<file path="src/rtl/bhpq_pkg.sv">
// Shared constants, types and controller/datapath interface for the heap queue.
`default_nettype none

package bhpq_pkg;

   // Heap capacity in entries (2 to 4096).
   localparam int HEAP_DEPTH = 64;

   // Key width fixed by the request format.
   localparam int KEY_W = 32;

   // Entry count holds 0..HEAP_DEPTH.
   localparam int CNT_W = $clog2(HEAP_DEPTH + 1);

   // Heap positions and scan index hold 1..HEAP_DEPTH+1.
   localparam int IDX_W = $clog2(HEAP_DEPTH + 2);

   // Child positions reach 2*HEAP_DEPTH+1.
   localparam int CHILD_W = IDX_W + 1;

   // Memory address (position minus one).
   localparam int ADDR_W = $clog2(HEAP_DEPTH);

   // Request commands.
   typedef enum logic [1:0] {
      CMD_INSERT   = 2'd0,
      CMD_REMOVE   = 2'd1,
      CMD_INCREASE = 2'd2
   } cmd_type;

   // Response status codes.
   typedef enum logic [1:0] {
      STAT_OK    = 2'd0,
      STAT_FULL  = 2'd1,
      STAT_EMPTY = 2'd2
   } status_type;

   // Controller states.
   typedef enum logic [3:0] {
      ST_IDLE,
      ST_DECODE,
      ST_UP_RD,
      ST_UP_CMP,
      ST_RM_TAKE,
      ST_RM_CHECK,
      ST_DN_RD,
      ST_DN_CMP,
      ST_SC_RD,
      ST_SC_CMP,
      ST_RESP
   } state_type;

   // Datapath commands from the controller.
   typedef struct packed {
      logic load;       // latch the request
      logic ins_begin;  // append: grow count, hole at new last position
      logic up_rd;      // read parent of the hole
      logic up_step;    // move parent down into the hole, hole climbs
      logic hole_wr;    // write the hole key at the hole position
      logic rm_rd;      // read last entry
      logic rm_begin;   // last entry becomes hole key at root, shrink count
      logic dn_rd;      // read both children of the hole
      logic dn_step;    // move larger child up, hole descends
      logic scan_init;  // scan index to first position
      logic scan_rd;    // read entry at scan index
      logic scan_hit;   // start sift-up of new key at scan index
      logic scan_next;  // advance scan index
      logic set_full;   // status: insert refused
      logic set_empty;  // status: remove on empty
   } dp_cmd_type;

   // Datapath status to the controller.
   typedef struct packed {
      cmd_type op;          // latched command code
      logic    full;        // count at capacity
      logic    empty;       // count is zero
      logic    pos_root;    // hole is at the root
      logic    up_swap;     // parent is smaller than the hole key
      logic    dn_move;     // a child is larger than the hole key
      logic    key_bad;     // new key below old key
      logic    scan_end;    // scan index past last entry
      logic    scan_match;  // scanned entry equals old key
   } dp_stat_type;

endpackage

`default_nettype wire

</file>
<file path="src/rtl/bhpq_dpath.sv">
// Heap datapath: key memory, count, hole register, compare logic and response fields.
`default_nettype none

module bhpq_dpath (
   input  wire                                  clock,
   input  wire                                  reset,
   input  wire  bhpq_pkg::dp_cmd_type           cmd,
   output bhpq_pkg::dp_stat_type                stat,
   input  wire  [1:0]                           req_cmd,
   input  wire  signed [bhpq_pkg::KEY_W-1:0]    req_key_value,
   input  wire  signed [bhpq_pkg::KEY_W-1:0]    req_new_key,
   output logic signed [bhpq_pkg::KEY_W-1:0]    rsp_top_key,
   output logic                                 rsp_top_valid,
   output logic [bhpq_pkg::CNT_W-1:0]           rsp_entry_total,
   output logic [1:0]                           rsp_status
);

   // Key store, position p lives at address p-1
   logic signed [bhpq_pkg::KEY_W-1:0] mem [bhpq_pkg::HEAP_DEPTH];

   // Registers
   bhpq_pkg::cmd_type                   op_ff, op_in;
   logic signed [bhpq_pkg::KEY_W-1:0]   key_ff, key_in;
   logic signed [bhpq_pkg::KEY_W-1:0]   nkey_ff, nkey_in;
   logic [bhpq_pkg::CNT_W-1:0]          count_ff, count_in;
   logic [bhpq_pkg::IDX_W-1:0]          pos_ff, pos_in;
   logic [bhpq_pkg::IDX_W-1:0]          idx_ff, idx_in;
   logic signed [bhpq_pkg::KEY_W-1:0]   hole_ff, hole_in;
   logic signed [bhpq_pkg::KEY_W-1:0]   root_ff;
   bhpq_pkg::status_type                status_ff, status_in;
   logic signed [bhpq_pkg::KEY_W-1:0]   rd_a_ff;
   logic signed [bhpq_pkg::KEY_W-1:0]   rd_b_ff;

   // Child positions and sift-down choice
   logic [bhpq_pkg::CHILD_W-1:0]        lchild;
   logic [bhpq_pkg::CHILD_W-1:0]        rchild;
   logic [bhpq_pkg::CHILD_W-1:0]        count_c;
   logic                                left_ok;
   logic                                right_ok;
   logic                                take_l;
   logic                                take_r;
   logic signed [bhpq_pkg::KEY_W-1:0]   best_l;
   logic signed [bhpq_pkg::KEY_W-1:0]   best_val;
   logic [bhpq_pkg::CHILD_W-1:0]        best_pos;

   // Memory port signals
   logic                                rd_en;
   logic [bhpq_pkg::CHILD_W-1:0]        rd_a_pos;
   logic [bhpq_pkg::CHILD_W-1:0]        rd_a_off;
   logic [bhpq_pkg::ADDR_W-1:0]         rd_a_addr;
   logic [bhpq_pkg::ADDR_W-1:0]         rd_b_addr;
   logic                                wr_en;
   logic signed [bhpq_pkg::KEY_W-1:0]   wr_data;
   logic [bhpq_pkg::IDX_W-1:0]          wr_off;
   logic [bhpq_pkg::ADDR_W-1:0]         wr_addr;

   // Sift-down: pick larger child, left first, right only if strictly larger
   always_comb begin
      lchild   = {pos_ff, 1'b0};
      rchild   = lchild | bhpq_pkg::CHILD_W'(1);
      count_c  = bhpq_pkg::CHILD_W'(count_ff);
      left_ok  = lchild <= count_c;
      right_ok = rchild <= count_c;
      take_l   = left_ok && (hole_ff < rd_a_ff);
      best_l   = take_l ? rd_a_ff : hole_ff;
      take_r   = right_ok && (best_l < rd_b_ff);
      best_val = take_r ? rd_b_ff : rd_a_ff;
      best_pos = take_r ? rchild : lchild;
   end

   // Read address selection
   always_comb begin
      rd_en = cmd.up_rd | cmd.rm_rd | cmd.scan_rd | cmd.dn_rd;
      priority if (cmd.up_rd) begin
         rd_a_pos = bhpq_pkg::CHILD_W'(pos_ff >> 1);
      end else if (cmd.rm_rd) begin
         rd_a_pos = bhpq_pkg::CHILD_W'(count_ff);
      end else if (cmd.scan_rd) begin
         rd_a_pos = bhpq_pkg::CHILD_W'(idx_ff);
      end else begin
         rd_a_pos = lchild;
      end
      rd_a_off  = rd_a_pos - bhpq_pkg::CHILD_W'(1);
      rd_a_addr = rd_a_off[bhpq_pkg::ADDR_W-1:0];
      // right child 2p+1 sits at address 2p
      rd_b_addr = lchild[bhpq_pkg::ADDR_W-1:0];
   end

   // Write port: always at the hole position
   always_comb begin
      wr_en   = cmd.hole_wr | cmd.up_step | cmd.dn_step;
      wr_off  = pos_ff - bhpq_pkg::IDX_W'(1);
      wr_addr = wr_off[bhpq_pkg::ADDR_W-1:0];
      priority if (cmd.up_step) begin
         wr_data = rd_a_ff;
      end else if (cmd.dn_step) begin
         wr_data = best_val;
      end else begin
         wr_data = hole_ff;
      end
   end

   // Memory
   always_ff @(posedge clock) begin
      if (wr_en) begin
         mem[wr_addr] <= wr_data;
      end
      if (rd_en) begin
         rd_a_ff <= mem[rd_a_addr];
         rd_b_ff <= mem[rd_b_addr];
      end
   end

   // Next-state of working registers
   always_comb begin
      op_in     = op_ff;
      key_in    = key_ff;
      nkey_in   = nkey_ff;
      count_in  = count_ff;
      pos_in    = pos_ff;
      idx_in    = idx_ff;
      hole_in   = hole_ff;
      status_in = status_ff;
      if (cmd.load) begin
         op_in     = bhpq_pkg::cmd_type'(req_cmd);
         key_in    = req_key_value;
         nkey_in   = req_new_key;
         status_in = bhpq_pkg::STAT_OK;
      end
      if (cmd.ins_begin) begin
         count_in = count_ff + bhpq_pkg::CNT_W'(1);
         pos_in   = bhpq_pkg::IDX_W'(count_ff) + bhpq_pkg::IDX_W'(1);
         hole_in  = key_ff;
      end
      if (cmd.up_step) begin
         pos_in = pos_ff >> 1;
      end
      if (cmd.rm_begin) begin
         hole_in  = rd_a_ff;
         count_in = count_ff - bhpq_pkg::CNT_W'(1);
         pos_in   = bhpq_pkg::IDX_W'(1);
      end
      if (cmd.dn_step) begin
         pos_in = best_pos[bhpq_pkg::IDX_W-1:0];
      end
      if (cmd.scan_init) begin
         idx_in = bhpq_pkg::IDX_W'(1);
      end
      if (cmd.scan_hit) begin
         hole_in = nkey_ff;
         pos_in  = idx_ff;
      end
      if (cmd.scan_next) begin
         idx_in = idx_ff + bhpq_pkg::IDX_W'(1);
      end
      if (cmd.set_full) begin
         status_in = bhpq_pkg::STAT_FULL;
      end
      if (cmd.set_empty) begin
         status_in = bhpq_pkg::STAT_EMPTY;
      end
   end

   // Registers
   always_ff @(posedge clock) begin
      if (reset) begin
         count_ff <= '0;
      end else begin
         count_ff <= count_in;
      end
      op_ff     <= op_in;
      key_ff    <= key_in;
      nkey_ff   <= nkey_in;
      pos_ff    <= pos_in;
      idx_ff    <= idx_in;
      hole_ff   <= hole_in;
      status_ff <= status_in;
      // shadow copy of the root entry
      if (wr_en && (pos_ff == bhpq_pkg::IDX_W'(1))) begin
         root_ff <= wr_data;
      end
   end

   // Status to controller
   always_comb begin
      stat.op         = op_ff;
      stat.full       = count_ff == bhpq_pkg::CNT_W'(bhpq_pkg::HEAP_DEPTH);
      stat.empty      = count_ff == '0;
      stat.pos_root   = pos_ff == bhpq_pkg::IDX_W'(1);
      stat.up_swap    = rd_a_ff < hole_ff;
      stat.dn_move    = take_l | take_r;
      stat.key_bad    = nkey_ff < key_ff;
      stat.scan_end   = idx_ff > bhpq_pkg::IDX_W'(count_ff);
      stat.scan_match = rd_a_ff == key_ff;
   end

   // Response fields
   assign rsp_top_valid   = count_ff != '0;
   assign rsp_top_key     = rsp_top_valid ? root_ff : '0;
   assign rsp_entry_total = count_ff;
   assign rsp_status      = status_ff;

   // Count never exceeds capacity
   assert property (@(posedge clock) disable iff (reset)
      count_ff <= bhpq_pkg::CNT_W'(bhpq_pkg::HEAP_DEPTH))
      else $error("entry count above capacity");

   // An append grows the count by exactly one
   assert property (@(posedge clock) disable iff (reset)
      cmd.ins_begin |=> count_ff == $past(count_ff) + bhpq_pkg::CNT_W'(1))
      else $error("insert did not grow count by one");

   // Sift-down only from a live position
   assert property (@(posedge clock) disable iff (reset)
      cmd.dn_rd |-> (pos_ff != '0) && (pos_ff <= bhpq_pkg::IDX_W'(count_ff)))
      else $error("sift-down position outside heap");

endmodule

`default_nettype wire

</file>
<file path="src/rtl/bhpq_ctrl.sv">
// Heap controller: state machine sequencing insert, remove and increase-key.
`default_nettype none

module bhpq_ctrl (
   input  wire                     clock,
   input  wire                     reset,
   input  wire                     start,
   input  wire bhpq_pkg::dp_stat_type stat,
   output bhpq_pkg::dp_cmd_type    cmd,
   output logic                    busy,
   output logic                    rsp_strobe
);

   bhpq_pkg::state_type state_ff, state_in;
   logic                in_scan_ff, in_scan_in;

   // State register
   always_ff @(posedge clock) begin
      if (reset) begin
         state_ff   <= bhpq_pkg::ST_IDLE;
         in_scan_ff <= 1'b0;
      end else begin
         state_ff   <= state_in;
         in_scan_ff <= in_scan_in;
      end
   end

   // Next state and datapath commands
   always_comb begin
      state_in   = state_ff;
      in_scan_in = in_scan_ff;
      cmd        = '0;
      busy       = 1'b1;
      rsp_strobe = 1'b0;
      unique case (state_ff)
         bhpq_pkg::ST_IDLE: begin
            busy = 1'b0;
            if (start) begin
               cmd.load = 1'b1;
               state_in = bhpq_pkg::ST_DECODE;
            end
         end
         bhpq_pkg::ST_DECODE: begin
            unique case (stat.op)
               bhpq_pkg::CMD_INSERT: begin
                  if (stat.full) begin
                     cmd.set_full = 1'b1;
                     state_in     = bhpq_pkg::ST_RESP;
                  end else begin
                     cmd.ins_begin = 1'b1;
                     state_in      = bhpq_pkg::ST_UP_RD;
                  end
               end
               bhpq_pkg::CMD_REMOVE: begin
                  if (stat.empty) begin
                     cmd.set_empty = 1'b1;
                     state_in      = bhpq_pkg::ST_RESP;
                  end else begin
                     cmd.rm_rd = 1'b1;
                     state_in  = bhpq_pkg::ST_RM_TAKE;
                  end
               end
               bhpq_pkg::CMD_INCREASE: begin
                  if (stat.key_bad) begin
                     state_in = bhpq_pkg::ST_RESP;
                  end else begin
                     cmd.scan_init = 1'b1;
                     in_scan_in    = 1'b1;
                     state_in      = bhpq_pkg::ST_SC_RD;
                  end
               end
               default: begin
                  state_in = bhpq_pkg::ST_RESP;
               end
            endcase
         end
         // sift-up: hole climbs while parent is smaller
         bhpq_pkg::ST_UP_RD: begin
            if (stat.pos_root) begin
               cmd.hole_wr = 1'b1;
               if (in_scan_ff) begin
                  cmd.scan_next = 1'b1;
                  state_in      = bhpq_pkg::ST_SC_RD;
               end else begin
                  state_in = bhpq_pkg::ST_RESP;
               end
            end else begin
               cmd.up_rd = 1'b1;
               state_in  = bhpq_pkg::ST_UP_CMP;
            end
         end
         bhpq_pkg::ST_UP_CMP: begin
            if (stat.up_swap) begin
               cmd.up_step = 1'b1;
               state_in    = bhpq_pkg::ST_UP_RD;
            end else begin
               cmd.hole_wr = 1'b1;
               if (in_scan_ff) begin
                  cmd.scan_next = 1'b1;
                  state_in      = bhpq_pkg::ST_SC_RD;
               end else begin
                  state_in = bhpq_pkg::ST_RESP;
               end
            end
         end
         // remove: last entry becomes the hole key at the root
         bhpq_pkg::ST_RM_TAKE: begin
            cmd.rm_begin = 1'b1;
            state_in     = bhpq_pkg::ST_RM_CHECK;
         end
         bhpq_pkg::ST_RM_CHECK: begin
            state_in = stat.empty ? bhpq_pkg::ST_RESP : bhpq_pkg::ST_DN_RD;
         end
         // sift-down: hole descends while a child is larger
         bhpq_pkg::ST_DN_RD: begin
            cmd.dn_rd = 1'b1;
            state_in  = bhpq_pkg::ST_DN_CMP;
         end
         bhpq_pkg::ST_DN_CMP: begin
            if (stat.dn_move) begin
               cmd.dn_step = 1'b1;
               state_in    = bhpq_pkg::ST_DN_RD;
            end else begin
               cmd.hole_wr = 1'b1;
               state_in    = bhpq_pkg::ST_RESP;
            end
         end
         // increase-key scan over all live positions
         bhpq_pkg::ST_SC_RD: begin
            if (stat.scan_end) begin
               in_scan_in = 1'b0;
               state_in   = bhpq_pkg::ST_RESP;
            end else begin
               cmd.scan_rd = 1'b1;
               state_in    = bhpq_pkg::ST_SC_CMP;
            end
         end
         bhpq_pkg::ST_SC_CMP: begin
            if (stat.scan_match) begin
               cmd.scan_hit = 1'b1;
               state_in     = bhpq_pkg::ST_UP_RD;
            end else begin
               cmd.scan_next = 1'b1;
               state_in      = bhpq_pkg::ST_SC_RD;
            end
         end
         bhpq_pkg::ST_RESP: begin
            rsp_strobe = 1'b1;
            state_in   = bhpq_pkg::ST_IDLE;
         end
         default: begin
            state_in = bhpq_pkg::ST_IDLE;
         end
      endcase
   end

   // Response strobe lasts one cycle
   assert property (@(posedge clock) disable iff (reset)
      rsp_strobe |=> !rsp_strobe)
      else $error("response strobe longer than one cycle");

   // A request is only taken when idle, and the next cycle is busy
   assert property (@(posedge clock) disable iff (reset)
      (start && !busy) |=> busy && !rsp_strobe)
      else $error("request not followed by busy");

   // Scan mode only lives inside an increase-key
   assert property (@(posedge clock) disable iff (reset)
      (state_ff == bhpq_pkg::ST_IDLE) |-> !in_scan_ff)
      else $error("scan flag left set at idle");

endmodule

`default_nettype wire

</file>
<file path="src/rtl/binary_heap_max_priority_queue_top.sv">
// Top level of the binary max-heap priority queue.
`default_nettype none

// Max-heap of signed 32-bit keys, up to HEAP_DEPTH entries. A request is taken
// when start is high and busy is low; one response follows with rsp_strobe high
// for one cycle and cannot be held off. Every step of a sift is a registered
// key-memory read followed by a compare that moves a key through the single
// write port. Insert climbs from the new last position and is refused when the
// heap is full; remove descends from the root and reports an empty heap;
// increase-key scans every entry and climbs from each matching one. An increase
// with the new key below the old one and the unused command code go straight to
// the response. Busy stays high through the response cycle, so the next request
// is taken in the cycle after the response at the earliest. With 64 entries a
// sift spans at most 6 levels. The key memory needs no clearing after reset.
module binary_heap_max_priority_queue_top (
   input  wire                                  clock,
   input  wire                                  reset,
   input  wire                                  start,
   output logic                                 busy,
   input  wire  [1:0]                           req_cmd,
   input  wire  signed [bhpq_pkg::KEY_W-1:0]    req_key_value,
   input  wire  signed [bhpq_pkg::KEY_W-1:0]    req_new_key,
   output logic                                 rsp_strobe,
   output logic signed [bhpq_pkg::KEY_W-1:0]    rsp_top_key,
   output logic                                 rsp_top_valid,
   output logic [bhpq_pkg::CNT_W-1:0]           rsp_entry_total,
   output logic [1:0]                           rsp_status
);

   bhpq_pkg::dp_cmd_type  dp_cmd;
   bhpq_pkg::dp_stat_type dp_stat;

   // Sequencer
   bhpq_ctrl u_ctrl (
      .clock      (clock),
      .reset      (reset),
      .start      (start),
      .stat       (dp_stat),
      .cmd        (dp_cmd),
      .busy       (busy),
      .rsp_strobe (rsp_strobe)
   );

   // Key memory and compare logic
   bhpq_dpath u_dpath (
      .clock           (clock),
      .reset           (reset),
      .cmd             (dp_cmd),
      .stat            (dp_stat),
      .req_cmd         (req_cmd),
      .req_key_value   (req_key_value),
      .req_new_key     (req_new_key),
      .rsp_top_key     (rsp_top_key),
      .rsp_top_valid   (rsp_top_valid),
      .rsp_entry_total (rsp_entry_total),
      .rsp_status      (rsp_status)
   );

endmodule

`default_nettype wire

</file>
<file path="config.mk">
export PLATFORM = sky130hd
export DESIGN_NAME = binary_heap_max_priority_queue_top
export DESIGN_NICKNAME = d
export VERILOG_FILES = /design/src/rtl/bhpq_pkg.sv /design/src/rtl/bhpq_dpath.sv /design/src/rtl/bhpq_ctrl.sv /design/src/rtl/binary_heap_max_priority_queue_top.sv
export SDC_FILE = /design/constraint.sdc
export NUM_CORES = 2
export LEC_CHECK = 0
export BUFFER_PORTS_ARGS = -buffer_cell sky130_fd_sc_hd__buf_2
export CAP_MARGIN = 20
export CORE_AREA = 2 2 579 581
export CTS_CLUSTER_DIAMETER = 30
export DETAILED_ROUTE_END_ITERATION = 7
export DIE_AREA = 0 0 581 583
export PLACE_DENSITY = 0.48
export REMOVE_ABC_BUFFERS = 1
export SLEW_MARGIN = 5
export SYNTH_ARGS = -nofsm -noshare
export SYNTH_HDL_FRONTEND = slang
export SYNTH_SLANG_ARGS = --single-unit
</file>
<file path="constraint.sdc">
create_clock -name clock -period 20.2 [get_ports clock]
set_input_delay 3.03 -clock clock [delete_from_list [all_inputs] [get_ports clock]]
set_output_delay 3.03 -clock clock [all_outputs]
set_load 0.005 [all_outputs]
</file>
==> impl_results.md <==
- R2R Path Start: u_dpath.pos_ff[0]
- Clk root buf: clkbuf_16
- RSZ-0062 raised after global routing: false
- GP Congestion: 0.937
- Nets: 5,915
- Post-synthesis cell count: 5,185
- Top-area cell type share of the netlist area: 0.683
- Fmax achieved: 0.118 GHz
- R2r setup slk: 11,740 ps
- Max rail drop VDD: 99.5 µV
- Final min period: 8460 ps
- Cell Area, Synth: 99,200 µm²
- Int Pwr: 13,200 µW
- EDFF count, synth: 2,256
- Post-synth cell types: 73
- Layout Skew: 63.7 ps
- Fin Hold WS: 536 ps
- Clk_lat worst skew: 1010 ps
- Reg clk slew, reported paths: 50 ps
- Max Buffers Root-to-Sink: 4
- Core Region: 332,000 µm²
- CP dominant cell by count: buf_4
- Comb pwr share: 0.249
- Fraction of power spent switching nets: 0.324
- Vias in the first global route: 60,900
- Number of setup violations in the final report: 0
- WS Path Type: register to register
- HP Class: register to register
- Startpoint class of the critical path: register
- Hold bufs inserted after CTS: 0
- Antenna violations before repair: 25
- Wirelength per Cell: 38.4 µm
- Period utilization: 0.419
- Max_cap viols: 0
- #FFs+latches synth: 2,270
- # H-tree levels: 6
- Biggest area consumer among synthesized cells: edfxtp_1
- CP Max Fanout: 59
- Fillers: 30,300
- Crit path from: u_dpath.pos_ff[0]
- Vias per cell: 5.74
- Least-Margin Pin Slew: 1250 ps
- Final antenna-violating net count: 0
- Layout cells sized above 1: 0.355
- Reg power frac: 0.301
- Critical-path cell list: buf_4 -> ha_1 -> or3b_2 -> o21ai_1 -> and3_1 -> mux2_2 -> nor2b_1 -> ha_4 -> buf_4 -> buf_4 -> buf_4 -> buf_4 -> mux4_2 -> nand2_1 -> nand3_1 -> nand3_1 -> a311oi_1
- Sequential area share after synthesis: 0.686
- Synth warnings: 0
- Gr ovfl total: 0
- Area grow syn2layout: 26.3%
- Slew Viols, Final: 0
- # IOs: 113
- Status: finished clean
- Crit-path slowest cell: buf_4
- Port Buffers: 112
- Syn Area/Cell: 19.1 µm²
- Die Height: 583 µm
- Worst setup path endpoint: u_dpath.rd_a_ff[29]
- CTS tree: yes
- Initial Util: 0.298
- Post-CTS Setup Bufs: 0
- DRC: 0
- FF-to-FF path depth: 17
- # rows: 212
- Pwr dens: 155 nW/µm²
- Pleak: 0.0419 µW
- 1st-iter DRT viols: 9,444
- Max-Slew Margin vs Limit: 0.157
- FFs w/ async S/R, synth: 0
- GRT Util Overall: 0.234
- Total CTS buffers: 540
- Wire length of the first global-routing pass: 538,000 µm
- Post-DP HPWL: 233,000 µm
- First-pass DRT Iterations: 6
- Total number of vias: 60,700
- Detailed Route WL: 405,000 µm
- Clk network pwr share: 0.449
- Top FF cell, synth: edfxtp_1
- WP data arrival: 9120 ps
- Die ar.: 339,000 µm²
- Die Wd: 581 µm
- Post_cts resized: 0
- Largest net degree at the start of global routing: 108
- Slowest stage delay, CP: 900 ps
- NetSw: 6310 µW
- Hold Violations, Final: 0
- Overall Power: 19,500 µW
- Num Clock Sinks: 2,270
- Synth area leaders: edfxtp_1, mux4_2, nand2_1
- Worst Path Required: 20,850 ps
- RR Endpoint: u_dpath.rd_a_ff[29]
- Crit end category: register
==> worst min path at each step <==
stage / from / endpoint / slack, ps / depth (start not counted)
floorplan: u_ctrl.in_scan_ff / u_ctrl.in_scan_ff / 460 / 2
global placement: u_ctrl.in_scan_ff / u_ctrl.in_scan_ff / 510 / 2
detailed placement: u_ctrl.in_scan_ff / u_ctrl.in_scan_ff / 510 / 2
CTS: u_ctrl.in_scan_ff / u_ctrl.in_scan_ff / 530 / 2
global route: u_ctrl.in_scan_ff / u_ctrl.in_scan_ff / 550 / 2
finish: u_ctrl.in_scan_ff / u_ctrl.in_scan_ff / 540 / 2
==> final cells by class <==
type                            count  area [µm²]  area share
Antenna cell                        9        22.5    0.000180
Multi-Input combinational cell   2464       30000       0.240
Tap cell                         4387        5490      0.0438
Clock inverter                    365        4500      0.0359
Inverter                          119         448     0.00357
Sequential cell                  2270       68000       0.543
Clock buffer                      612       14000       0.111
Timing Repair Buffer              337        2890      0.0230
==> synth_stat cells, types with 4 or more instances <==
master    count
edfxtp_1   2256
mux4_2      832
nand2_1     468
clkbuf_1    198
nor2_1      149
inv_1       118
nand3_1     118
ha_1        114
buf_2        69
mux2i_1      68
a32o_1       66
o21ai_0      59
xnor2_1      49
a21oi_1      44
buf_1        44
nor3_1       43
a211oi_1     41
nor2b_1      40
and3_1       39
a31oi_1      37
a221o_1      35
a21o_1       34
mux2_2       33
a311o_1      32
a311oi_1     26
nand4_1      23
buf_4        14
dfxtp_1      14
nor4_1       10
a22oi_1       9
xor2_1        8
a311oi_2      7
buf_6         7
o21a_1        7
or3_1         7
nand2b_1      6
nor3b_1       5
o211ai_1      4
or2_2         4
==> critical path: cells and delay by family (launching register included) <==
family | cells | cell delay (ps)
AOI/OAI and AO/OA | 2 | 1270
adders and majority gates | 2 | 1090
buffers and inverters | 5 | 3550
muxes | 2 | 520
and+or+nand+nor | 6 | 1070
DFF | 1 | 350
==> flip-flops by register name (all words and copies together), names as in the netlist, 4 cells and up <==
signal,count
u_dpath.mem,2048
u_dpath.hole_ff,32
u_dpath.key_ff,32
u_dpath.nkey_ff,32
u_dpath.rd_a_ff,32
u_dpath.rd_b_ff,32
u_dpath.root_ff,32
u_dpath.idx_ff,7
u_dpath.pos_ff,7
u_dpath.rsp_entry_total,7
u_ctrl.state_ff,4
==> layer usage <==
metal	vias to the layer above	global-route usage	wire length, µm
met4	4	0.111	21100
li1	23000	-	-
met1	33000	0.308	158000
met5	-	0	26
met2	3827	0.364	186000
met3	844	0.0553	39100
==> layout by cell type, fill, tap and decap left out, types with 33 or more instances in the layout <==
cell type,count
buf_2,117
nor2_1,83
clkinv_1,70
clkbuf_16,548
buf_12,39
a32o_1,66
o21ai_0,59
nor3_1,40
clkinvlp_4,48
xnor2_1,47
clkbuf_1,64
ha_1,113
mux2_2,33
nand2_1,467
a211oi_1,41
mux4_2,832
a21oi_1,44
and3_1,39
inv_1,116
a31oi_1,36
buf_4,172
nor2_4,66
a21o_1,34
edfxtp_1,2256
nor2b_1,40
bufinv_16,67
nand3_1,116
clkinv_2,100
mux2i_1,68
==> through the flow <==
step	TNS, ps	setup slack (ps)	utilization	cells	area [µm²]
after CTS	0	11780	0.375	10500	125000
after global routing	0	11430	0.377	10600	125000
after global placement	0	11630	0.319	9530	106000
after detailed placement	0	11840	0.320	9549	106000
final	0	11740	0.377	10600	125000
after floorplan	-2748570	-30390	-	4853	97800
==> cells by family (layout without fill, tap and decap cells) <==
kind of cell | after synthesis | count (layout) | synth area share
AOI/OAI and AO/OA | 426 | 426 | 0.0341
DFF | 2270 | 2270 | 0.686
xor gates and xnor gates | 58 | 58 | 0.00520
other | 0 | 9 | 0
muxes | 933 | 933 | 0.199
and+or+nand+nor | 933 | 933 | 0.0422
adders and majority gates | 114 | 114 | 0.0144
buffers and inverters | 451 | 1433 | 0.0190
==> power groups by stage <==
stage               sequential, µW  clock [µW]  combinational [µW]
finish                        5870        8750                4860
global route                  5860        9080                5070
CTS                           5870        8830                4780
detailed placement            5950           0                4760
global placement              5950           0                4750
floorplan                     5850           0                4380
Note: power is estimated with default switching activity, not from simulation.
